## src/hw/rtl/qos_pkg.sv

```systemverilog
`timescale 1ns / 1ps
// ----------------------------------------------------------------------------
// Queue-of-stacks store package
// Field widths, beat layouts, register indexes and controller commands.
// ----------------------------------------------------------------------------
package qos_pkg;

  localparam int CFG_W     = 4;
  localparam int CFG_IDX_W = 1;

  localparam int DEST_W    = 16;
  localparam int VALUE_W   = 32;
  localparam int PAYLOAD_W = DEST_W + VALUE_W;

  localparam int IN_DATA_W = 48;
  localparam int IN_USER_W = 1;

  localparam int OUT_FIELDS_W = 2 + DEST_W + VALUE_W + 2;
  localparam int OUT_DATA_W   = 56;
  localparam int OUT_PAD_W    = OUT_DATA_W - OUT_FIELDS_W;

  localparam int OUT_ACC_BIT   = 0;
  localparam int OUT_VALID_BIT = 1;
  localparam int OUT_EMPTY_BIT = 2 + DEST_W + VALUE_W;
  localparam int OUT_FULL_BIT  = OUT_EMPTY_BIT + 1;

  localparam logic [CFG_IDX_W-1:0] REG_NUM_STACKS   = 1'b0;
  localparam logic [CFG_IDX_W-1:0] REG_STACK_HEIGHT = 1'b1;
  localparam logic [CFG_W-1:0]     REG_RESET_VALUE  = 4'd8;

  localparam logic CMD_STORE = 1'b0;
  localparam logic CMD_SHIP  = 1'b1;

  typedef struct packed {
    logic load_in;
    logic store_exec;
    logic ship_fill;
    logic ship_out;
  } qos_cmd_t;

endpackage

```

## src/hw/rtl/qos_ctrl.sv

```systemverilog
`timescale 1ns / 1ps
// ----------------------------------------------------------------------------
// Queue-of-stacks store controller
// Sequences one command at a time and issues datapath commands.
// ----------------------------------------------------------------------------
module qos_ctrl import qos_pkg::*; (
  input  logic     clk,
  input  logic     rst,
  input  logic     in_valid,
  input  logic     in_cmd,
  output logic     in_ready,
  input  logic     out_free,
  output qos_cmd_t cmd
);

  typedef enum logic [1:0] {
    IDLE,
    STORE_EXEC,
    SHIP_FILL,
    SHIP_OUT
  } state_t;

  state_t state;

  always_comb begin
    cmd.load_in    = in_valid && in_ready;
    cmd.store_exec = (state == STORE_EXEC) && out_free;
    cmd.ship_fill  = (state == SHIP_FILL);
    cmd.ship_out   = (state == SHIP_OUT) && out_free;
  end

  always_ff @(posedge clk) begin
    if (rst) begin
      state    <= IDLE;
      in_ready <= 1'b1;
    end else begin
      unique case (state)
        IDLE: begin
          if (in_valid && in_ready) begin
            in_ready <= 1'b0;
            state    <= (in_cmd == CMD_SHIP) ? SHIP_FILL : STORE_EXEC;
          end
        end
        STORE_EXEC: begin
          if (out_free) begin
            in_ready <= 1'b1;
            state    <= IDLE;
          end
        end
        SHIP_FILL: begin
          state <= SHIP_OUT;
        end
        SHIP_OUT: begin
          if (out_free) begin
            in_ready <= 1'b1;
            state    <= IDLE;
          end
        end
        default: begin
          state <= IDLE;
        end
      endcase
    end
  end

endmodule

```

## src/hw/rtl/qos_datapath.sv

```systemverilog
`timescale 1ns / 1ps
// ----------------------------------------------------------------------------
// Queue-of-stacks store datapath
// Ring pointers, fill and payload memories, limits and the result register.
// ----------------------------------------------------------------------------
module qos_datapath import qos_pkg::*; #(
  parameter int MAX_STACKS = 8,
  parameter int MAX_HEIGHT = 8
) (
  input  logic                  clk,
  input  logic                  rst,
  input  qos_cmd_t              cmd,
  output logic                  out_free,
  input  logic [IN_DATA_W-1:0]  in_data,
  output logic                  out_valid,
  input  logic                  out_ready,
  output logic [OUT_DATA_W-1:0] out_data,
  input  logic                  cfg_we,
  input  logic [CFG_IDX_W-1:0]  cfg_index,
  input  logic [CFG_W-1:0]      cfg_data
);

  localparam int IDX_W  = (MAX_STACKS > 1) ? $clog2(MAX_STACKS) : 1;
  localparam int CNT_W  = $clog2(MAX_STACKS + 1);
  localparam int SUM_W  = CNT_W + 1;
  localparam int FILL_W = $clog2(MAX_HEIGHT + 1);
  localparam int SLOTS  = MAX_STACKS * MAX_HEIGHT;
  localparam int SLOT_W = (SLOTS > 1) ? $clog2(SLOTS) : 1;
  localparam int NCMP_W = (CNT_W > CFG_W) ? CNT_W : CFG_W;
  localparam int HCMP_W = (FILL_W > CFG_W) ? FILL_W : CFG_W;

  logic [CFG_W-1:0]     num_stacks;
  logic [CFG_W-1:0]     stack_height;
  logic [IDX_W-1:0]     oldest;
  logic [CNT_W-1:0]     open_count;
  logic [FILL_W-1:0]    newest_fill;
  logic [DEST_W-1:0]    item_dest;
  logic [VALUE_W-1:0]   item_value;
  logic                 ship_hit;

  logic [FILL_W-1:0]    fill_mem [MAX_STACKS];
  logic [FILL_W-1:0]    fill_rd;
  logic [PAYLOAD_W-1:0] payload_mem [SLOTS];
  logic [PAYLOAD_W-1:0] payload_rd;

  logic                 res_accepted;
  logic                 res_valid;
  logic [DEST_W-1:0]    res_dest;
  logic [VALUE_W-1:0]   res_value;
  logic                 res_empty;
  logic                 res_full;

  logic [NCMP_W-1:0]    n_lim;
  logic [HCMP_W-1:0]    h_lim;
  logic [SUM_W-1:0]     oldest_ext;
  logic [SUM_W-1:0]     count_ext;
  logic [IDX_W-1:0]     tail_idx;
  logic [IDX_W-1:0]     newest_idx;
  logic [IDX_W-1:0]     oldest_inc;
  logic                 open_new;
  logic                 store_ok;
  logic [IDX_W-1:0]     top_idx;
  logic [FILL_W-1:0]    top_fill;
  logic [FILL_W-1:0]    top_fill_inc;
  logic [SLOT_W-1:0]    store_slot;
  logic [CNT_W-1:0]     count_store_next;
  logic                 ship_any;
  logic                 ship_hit_c;
  logic [FILL_W-1:0]    fill_dec;
  logic                 ship_close;
  logic [SLOT_W-1:0]    ship_slot;
  logic                 fill_we;
  logic [IDX_W-1:0]     fill_waddr;
  logic [FILL_W-1:0]    fill_wdata;
  logic                 store_write;
  logic [CNT_W-1:0]     flag_count;
  logic [FILL_W-1:0]    flag_fill;
  logic                 flag_empty;
  logic                 flag_full;

  function automatic logic [IDX_W-1:0] ring_wrap(input logic [SUM_W-1:0] s);
    if (s >= SUM_W'(MAX_STACKS)) begin
      return IDX_W'(s - SUM_W'(MAX_STACKS));
    end
    return IDX_W'(s);
  endfunction

  always_comb begin
    if (num_stacks == '0) begin
      n_lim = NCMP_W'(1);
    end else if (NCMP_W'(num_stacks) > NCMP_W'(MAX_STACKS)) begin
      n_lim = NCMP_W'(MAX_STACKS);
    end else begin
      n_lim = NCMP_W'(num_stacks);
    end
    if (stack_height == '0) begin
      h_lim = HCMP_W'(1);
    end else if (HCMP_W'(stack_height) > HCMP_W'(MAX_HEIGHT)) begin
      h_lim = HCMP_W'(MAX_HEIGHT);
    end else begin
      h_lim = HCMP_W'(stack_height);
    end
  end

  assign oldest_ext = SUM_W'(oldest);
  assign count_ext  = SUM_W'(open_count);
  assign tail_idx   = ring_wrap(oldest_ext + count_ext);
  assign newest_idx = ring_wrap(oldest_ext + count_ext - SUM_W'(1));
  assign oldest_inc = ring_wrap(oldest_ext + SUM_W'(1));

  assign open_new = (open_count == '0) ||
                    ((HCMP_W'(newest_fill) >= h_lim) && (NCMP_W'(open_count) < n_lim));
  assign top_fill         = open_new ? '0 : newest_fill;
  assign top_idx          = open_new ? tail_idx : newest_idx;
  assign store_ok         = HCMP_W'(top_fill) < h_lim;
  assign top_fill_inc     = top_fill + FILL_W'(1);
  assign store_slot       = SLOT_W'(top_idx) * SLOT_W'(MAX_HEIGHT) + SLOT_W'(top_fill);
  assign count_store_next = open_count + CNT_W'(open_new);
  assign store_write      = cmd.store_exec && store_ok;

  assign ship_any   = cmd.ship_fill && (open_count != '0);
  assign ship_hit_c = (open_count != '0) && (fill_rd != '0);
  assign fill_dec   = ship_hit_c ? fill_rd - FILL_W'(1) : '0;
  assign ship_close = fill_dec == '0;
  assign ship_slot  = SLOT_W'(oldest) * SLOT_W'(MAX_HEIGHT) + SLOT_W'(fill_dec);

  assign fill_we    = store_write || ship_any;
  assign fill_waddr = cmd.store_exec ? top_idx : oldest;
  assign fill_wdata = cmd.store_exec ? top_fill_inc : fill_dec;

  assign flag_count = store_write ? count_store_next : open_count;
  assign flag_fill  = store_write ? top_fill_inc : newest_fill;
  assign flag_empty = flag_count == '0;
  assign flag_full  = (flag_count != '0) && (NCMP_W'(flag_count) >= n_lim) &&
                      (HCMP_W'(flag_fill) >= h_lim);

  assign out_free = !out_valid || out_ready;

  always_ff @(posedge clk) begin
    if (rst) begin
      num_stacks   <= REG_RESET_VALUE;
      stack_height <= REG_RESET_VALUE;
      oldest       <= '0;
      open_count   <= '0;
      newest_fill  <= '0;
    end else begin
      if (cfg_we) begin
        unique case (cfg_index)
          REG_NUM_STACKS:   num_stacks   <= cfg_data;
          REG_STACK_HEIGHT: stack_height <= cfg_data;
          default: ;
        endcase
      end
      if (store_write) begin
        open_count  <= count_store_next;
        newest_fill <= top_fill_inc;
      end
      if (ship_any) begin
        if (open_count == CNT_W'(1)) begin
          newest_fill <= fill_dec;
        end
        if (ship_close) begin
          oldest     <= oldest_inc;
          open_count <= open_count - CNT_W'(1);
        end
      end
    end
  end

  always_ff @(posedge clk) begin
    if (cmd.load_in) begin
      item_dest  <= in_data[DEST_W-1:0];
      item_value <= in_data[DEST_W +: VALUE_W];
    end
    if (cmd.ship_fill) begin
      ship_hit <= ship_hit_c;
    end
  end

  always_ff @(posedge clk) begin
    if (fill_we) begin
      fill_mem[fill_waddr] <= fill_wdata;
    end
    if (cmd.load_in) begin
      fill_rd <= fill_mem[oldest];
    end
  end

  always_ff @(posedge clk) begin
    if (store_write) begin
      payload_mem[store_slot] <= {item_dest, item_value};
    end
    if (cmd.ship_fill) begin
      payload_rd <= payload_mem[ship_slot];
    end
  end

  always_ff @(posedge clk) begin
    if (rst) begin
      out_valid <= 1'b0;
    end else if (cmd.store_exec || cmd.ship_out) begin
      out_valid <= 1'b1;
    end else if (out_ready) begin
      out_valid <= 1'b0;
    end
  end

  always_ff @(posedge clk) begin
    if (cmd.store_exec) begin
      res_accepted <= store_ok;
      res_valid    <= 1'b0;
      res_dest     <= '0;
      res_value    <= '0;
      res_empty    <= flag_empty;
      res_full     <= flag_full;
    end else if (cmd.ship_out) begin
      res_accepted <= 1'b0;
      res_valid    <= ship_hit;
      res_dest     <= ship_hit ? payload_rd[VALUE_W +: DEST_W] : '0;
      res_value    <= ship_hit ? payload_rd[VALUE_W-1:0] : '0;
      res_empty    <= flag_empty;
      res_full     <= flag_full;
    end
  end

  assign out_data = {{OUT_PAD_W{1'b0}}, res_full, res_empty, res_value, res_dest,
                     res_valid, res_accepted};

endmodule

```

## src/hw/rtl/queue_of_stacks_store_top.sv

```systemverilog
`timescale 1ns / 1ps
// ----------------------------------------------------------------------------
// Queue-of-stacks store
// A ring of open stacks: stores push onto the newest, ships pop the oldest.
// ----------------------------------------------------------------------------
//  Channel   Direction  Contents
//  s_axis    in         tdata: item_destination, item_value; tuser: command
//  m_axis    out        tdata: result fields and empty and full flags
//  cfg       in         num_stacks (index 0), stack_height (index 1)
//
//  A store is executed in STORE_EXEC; a ship reads the fill memory at its beat
//  and the payload memory in SHIP_FILL, each registered, then ends in SHIP_OUT.
//  Reset is synchronous, clears the controller and ring pointers and sets both
//  limits to 8; the memories are not cleared, as only written entries are used.
//  One command is worked at a time; a result waiting in the output register
//  does not block the next input beat, only the completion of that command.
// ----------------------------------------------------------------------------
module queue_of_stacks_store_top import qos_pkg::*; #(
  parameter int MAX_STACKS = 8,
  parameter int MAX_HEIGHT = 8
) (
  input  logic                  clk,
  input  logic                  rst,
  input  logic                  s_axis_tvalid,
  output logic                  s_axis_tready,
  // item_destination [15:0], item_value [47:16]
  input  logic [IN_DATA_W-1:0]  s_axis_tdata,
  // command [0]
  input  logic [IN_USER_W-1:0]  s_axis_tuser,
  output logic                  m_axis_tvalid,
  input  logic                  m_axis_tready,
  // store_accepted [0], ship_valid [1], shipped_destination [17:2],
  // shipped_value [49:18], now_empty [50], now_full [51], zero [55:52]
  output logic [OUT_DATA_W-1:0] m_axis_tdata,
  input  logic                  cfg_we,
  input  logic [CFG_IDX_W-1:0]  cfg_index,
  input  logic [CFG_W-1:0]      cfg_data
);

  qos_cmd_t cmd;
  logic     out_free;

  qos_ctrl u_ctrl (
    .clk      (clk),
    .rst      (rst),
    .in_valid (s_axis_tvalid),
    .in_cmd   (s_axis_tuser[0]),
    .in_ready (s_axis_tready),
    .out_free (out_free),
    .cmd      (cmd)
  );

  qos_datapath #(
    .MAX_STACKS (MAX_STACKS),
    .MAX_HEIGHT (MAX_HEIGHT)
  ) u_datapath (
    .clk       (clk),
    .rst       (rst),
    .cmd       (cmd),
    .out_free  (out_free),
    .in_data   (s_axis_tdata),
    .out_valid (m_axis_tvalid),
    .out_ready (m_axis_tready),
    .out_data  (m_axis_tdata),
    .cfg_we    (cfg_we),
    .cfg_index (cfg_index),
    .cfg_data  (cfg_data)
  );

endmodule

```

## config.mk

```make
export PLATFORM = sky130hd
export DESIGN_NAME = queue_of_stacks_store_top
export DESIGN_NICKNAME = d
export VERILOG_FILES = /design/src/hw/rtl/qos_pkg.sv /design/src/hw/rtl/qos_ctrl.sv /design/src/hw/rtl/qos_datapath.sv /design/src/hw/rtl/queue_of_stacks_store_top.sv
export SDC_FILE = /design/constraint.sdc
export NUM_CORES = 2
export LEC_CHECK = 0
export BUFFER_PORTS_ARGS = -buffer_cell sky130_fd_sc_hd__buf_2
export CORE_ASPECT_RATIO = 1.4
export CORE_MARGIN = 2
export CORE_UTILIZATION = 50
export CTS_BUF_LIST = sky130_fd_sc_hd__clkbuf_8
export DETAILED_ROUTE_END_ITERATION = 8
export GPL_TIMING_DRIVEN = 1
export PLACE_DENSITY_LB_ADDON = 0.12
export SYNTH_ARGS = -nofsm -noshare
export SYNTH_HDL_FRONTEND = slang
export SYNTH_SLANG_ARGS = --single-unit
```

## constraint.sdc

```tcl
create_clock -name clk -period 6.3 [get_ports clk]
set_clock_uncertainty 0.15 [all_clocks]
set_input_delay 0 -clock clk [delete_from_list [all_inputs] [get_ports clk]]
set_output_delay 0 -clock clk [all_outputs]
set_load 0.005 [all_outputs]
```

==> flow_summary.ini <==
[synthesis]
synthTopCellsByCount = edfxtp_1 (3208), nand2_1 (1590), clkbuf_1 (445), mux2i_1 (388), nor2_1 (287)
synth-seq-area-share_pct = 76.8
ys_types = 72
synth.top_cell.area_share_pct = 75.6
syn_area_sq_um = 127000
ys_ff_latch = 3280
syn_inst = 8393
avgSynthCellArea_sq_um = 15.2
synth_warnings = 0
yosysTopAreaCell = edfxtp_1
synthArstFlopShare_pct = 0
synth_ff_type = edfxtp_1
synth_edf_count = 3208
synth_area_leaders = edfxtp_1 (76%), nand2_1 (4.7%), mux2i_1 (3.0%), a311oi_1 (1.4%), clkbuf_1 (1.3%)
synth_most_common_cell = edfxtp_1

[pwr]
sw_frac_of_total_pct = 27.2
clockPowerShare_pct = 34.1
p_switching_uw = 12700
p_int_uw = 33900
p_per_area_nw_per_um2 = 322
power_frac_seq_pct = 52.4
power_leakage_uw = 0.0466
combPwrFrac_pct = 13.6
vdd_drop_max_mv = 0.233

[sta]
max_slew_margin_pct = 12.5
worst_slew_pin_slew_ps = 1300
min_period_ps = 5950
setup_viol = 0
timing.final.max_slew_violations = 0
final.period_utilization_pct = 94.4
grt_setup_unrepaired = no
final_hold_viol_count = 0
finalSetupTns_ps = 0
fmax_mhz = 168
layout_setup_ws_ps = 353
holdWs_ps = 91.9

[route]
first_iter_violations = 9417
totalWireLength_um = 408000
routedWlPerCell_um = 32.5
antenna_left = 0
num_vias = 80600
route.detailed.drc = 0
vias_per_cell = 6.40
dr.pass1.iters = 8

[die]
io_pins = 117
die-area_sq_um = 259000
initial_core_util_pct = 50.2
die_h_um = 601
die_x_um = 431
core_sq_um = 254000
row_count = 219

[critical_path]
cp_max_fo = 39
critPathArrivalTime_ps = 6450
critPathSlowestCell = nand3_1
worstPathRequired_ps = 6800
critPathMaxStageDelay_ps = 630
cp_cell_sequence = nor2_1, o21ai_0, inv_1, ha_1, nor2b_1, o21ai_0, a31oi_1, buf_4, and2_1, ha_1, nor4b_1, o21a_1, nand2_2, inv_1, nand3_1, buf_4, nor2_4, buf_12
cp-start-kind = register
worst_setup_path_end_kind = register
worstSetupPathType = register to register

[placement]
dp_slack_ps = 209
place_hpwl_um = 222000
io_buffers = 112
gp_congestion = 0.814

[clock_network]
clock_latency_ps = 1070
clockRootBuffer = clkbuf_8
post_cts_buffers = 0
clock_path_buffers = 4
clkTransAtPathRegs_ps = 60
htree_levels = 5
tritoncts = done
cts_sinks = 3280
numCtsBuffers = 481

[global_routing]
grt_max_degree = 132
antenna_found_initial = 8
grt_pass1_vias = 78600
grt_use_total_pct = 30.8
grt_overflow = 0
grt_pass1_wl_um = 573000

[finish]
final_layout_size_suffix_gt1_share_pct = 12.9
layout.nets = 8970
register_area_sq_um = 97800
syn2layout_area_growth_pct = 13.5
fillers = 20000
multi_input_area_sq_um = 27700

[run]
max_cap_violations = 0

[run_status]
status = finished, final reports clean

[worst_hold_path]
hold_class = primary input to register
## worst max-delay path: cells and delay by family (launching register included)
family | cells | cell delay, ps
AO/OA/AOI/OAI | 4 | 940
adder cells (fa/ha/maj) | 2 | 530
buffers and inverters | 5 | 1570
flip-flops | 1 | 350
AND/OR/NAND/NOR | 7 | 1920
## kinds of logic (layout without fill, tap and decap cells)
kind of cell / Yosys count / count (layout) / share of synthesized area, %
AND/OR/NAND/NOR: 2477 / 2477 / 8.32
buffers and inverters: 628 / 1491 / 2.01
other: 1 / 9 / 0.00294
AO/OA/AOI/OAI: 1550 / 1550 / 9.17
XOR/XNOR: 20 / 20 / 0.143
flip-flops: 3280 / 3280 / 76.8
adder cells (fa/ha/maj): 32 / 32 / 0.320
multiplexers: 405 / 405 / 3.27
## layout by cell type, fill, tap and decap left out, types with 101 or more instances in the layout
master            n
a311oi_1        197
clkbuf_8        508
mux2i_1         388
nor2_1          221
nand3_1         209
clkinv_1        111
buf_12          114
a211oi_1        192
edfxtp_1       3208
nor3_1          194
a31oi_1         192
o22ai_1         198
buf_2           112
and3_1          101
o21ai_0         199
dlygate4sd3_1   164
nand2_1        1586
buf_4           215
inv_1           170
## path summary, 6_finish.rpt
| kind | endpoint | slack, ps | start | depth (start not counted) |
|---|---|---|---|---|
| max | u_datapath.payload_mem[43][33]$_DFFE_PP_ | 350 | u_datapath.stack_height[1]$_SDFFE_PP0P_ | 18 |
| min reg2reg | u_datapath.res_value[14]$_SDFFE_PP0P_ | 310 | u_datapath.payload_rd[14]$_DFFE_PP_ | 1 |
| max reg2reg | u_datapath.payload_mem[43][33]$_DFFE_PP_ | 350 | u_datapath.stack_height[1]$_SDFFE_PP0P_ | 18 |
| min | u_datapath.item_value[7]$_DFFE_PP_ | 90 | s_axis_tdata[23] | 3 |
## per-layer routing
layer,up-vias,part of all wire [%],track usage [%]
li1,33900,-,-
met5,-,0,0
met1,41500,38,40.1
met3,849,8.4,4.62
met2,4310,50,52.6
met4,0,3.9,11.5
## cell type report
cell class	instances	area share [%]
clock buffers	508	4.84
inverters	23	0.0649
clock inverters	355	1.18
multi-input cells	4488	19.2
repair buffers	605	4.22
diodes	5	0.00866
flip-flops and latches	3280	67.7
well taps	3315	2.87
## state kept, by name (all words and copies together), names as in the netlist, 4 cells and up
signal,cells
u_datapath.fill_mem,32
u_datapath.newest_fill,4
u_datapath.payload_mem,3072
u_datapath.fill_rd,4
u_datapath.item_value,32
u_datapath.res_dest,16
u_datapath.payload_rd,48
u_datapath.item_dest,16
u_datapath.num_stacks,4
u_datapath.stack_height,4
u_datapath.res_value,32
u_datapath.open_count,4
## metrics by stage
| step | std cells | cell area [sq um] | utilization, % | power (uW) |
|---|---|---|---|---|
| global route | 12600 | 145000 | 57.0 | 48000 |
| global placement | 11500 | 134000 | 52.9 | 30900 |
| finish | 12600 | 145000 | 57.0 | 46600 |
| floorplan | 8396 | 127000 | - | 28500 |
| detailed placement | 11500 | 134000 | 52.9 | 31000 |
| CTS | 12600 | 145000 | 57.0 | 46700 |
## power by group through the flow
stage          Sequential, uW  Combinational [uW]  Clock (uW)
2_1_floorplan           25000                3490           0
3_3_place_gp            24800                6090           0
3_5_place_dp            24800                6150           0
4_1_cts                 24400                6250       16100
5_1_grt                 24400                6660       16900
6_report                24400                6320       15900
## repair_timing
| action | CTS | global route |
|---|---|---|
| endpoints found under the setup margin | 0 | 195 |
| resized for setup | 0 | 1 |
| hold buffers | 164 | 0 |
| endpoints found under the hold margin | 134 | 0 |
No activity file was read; power rests on OpenSTA's default activity.
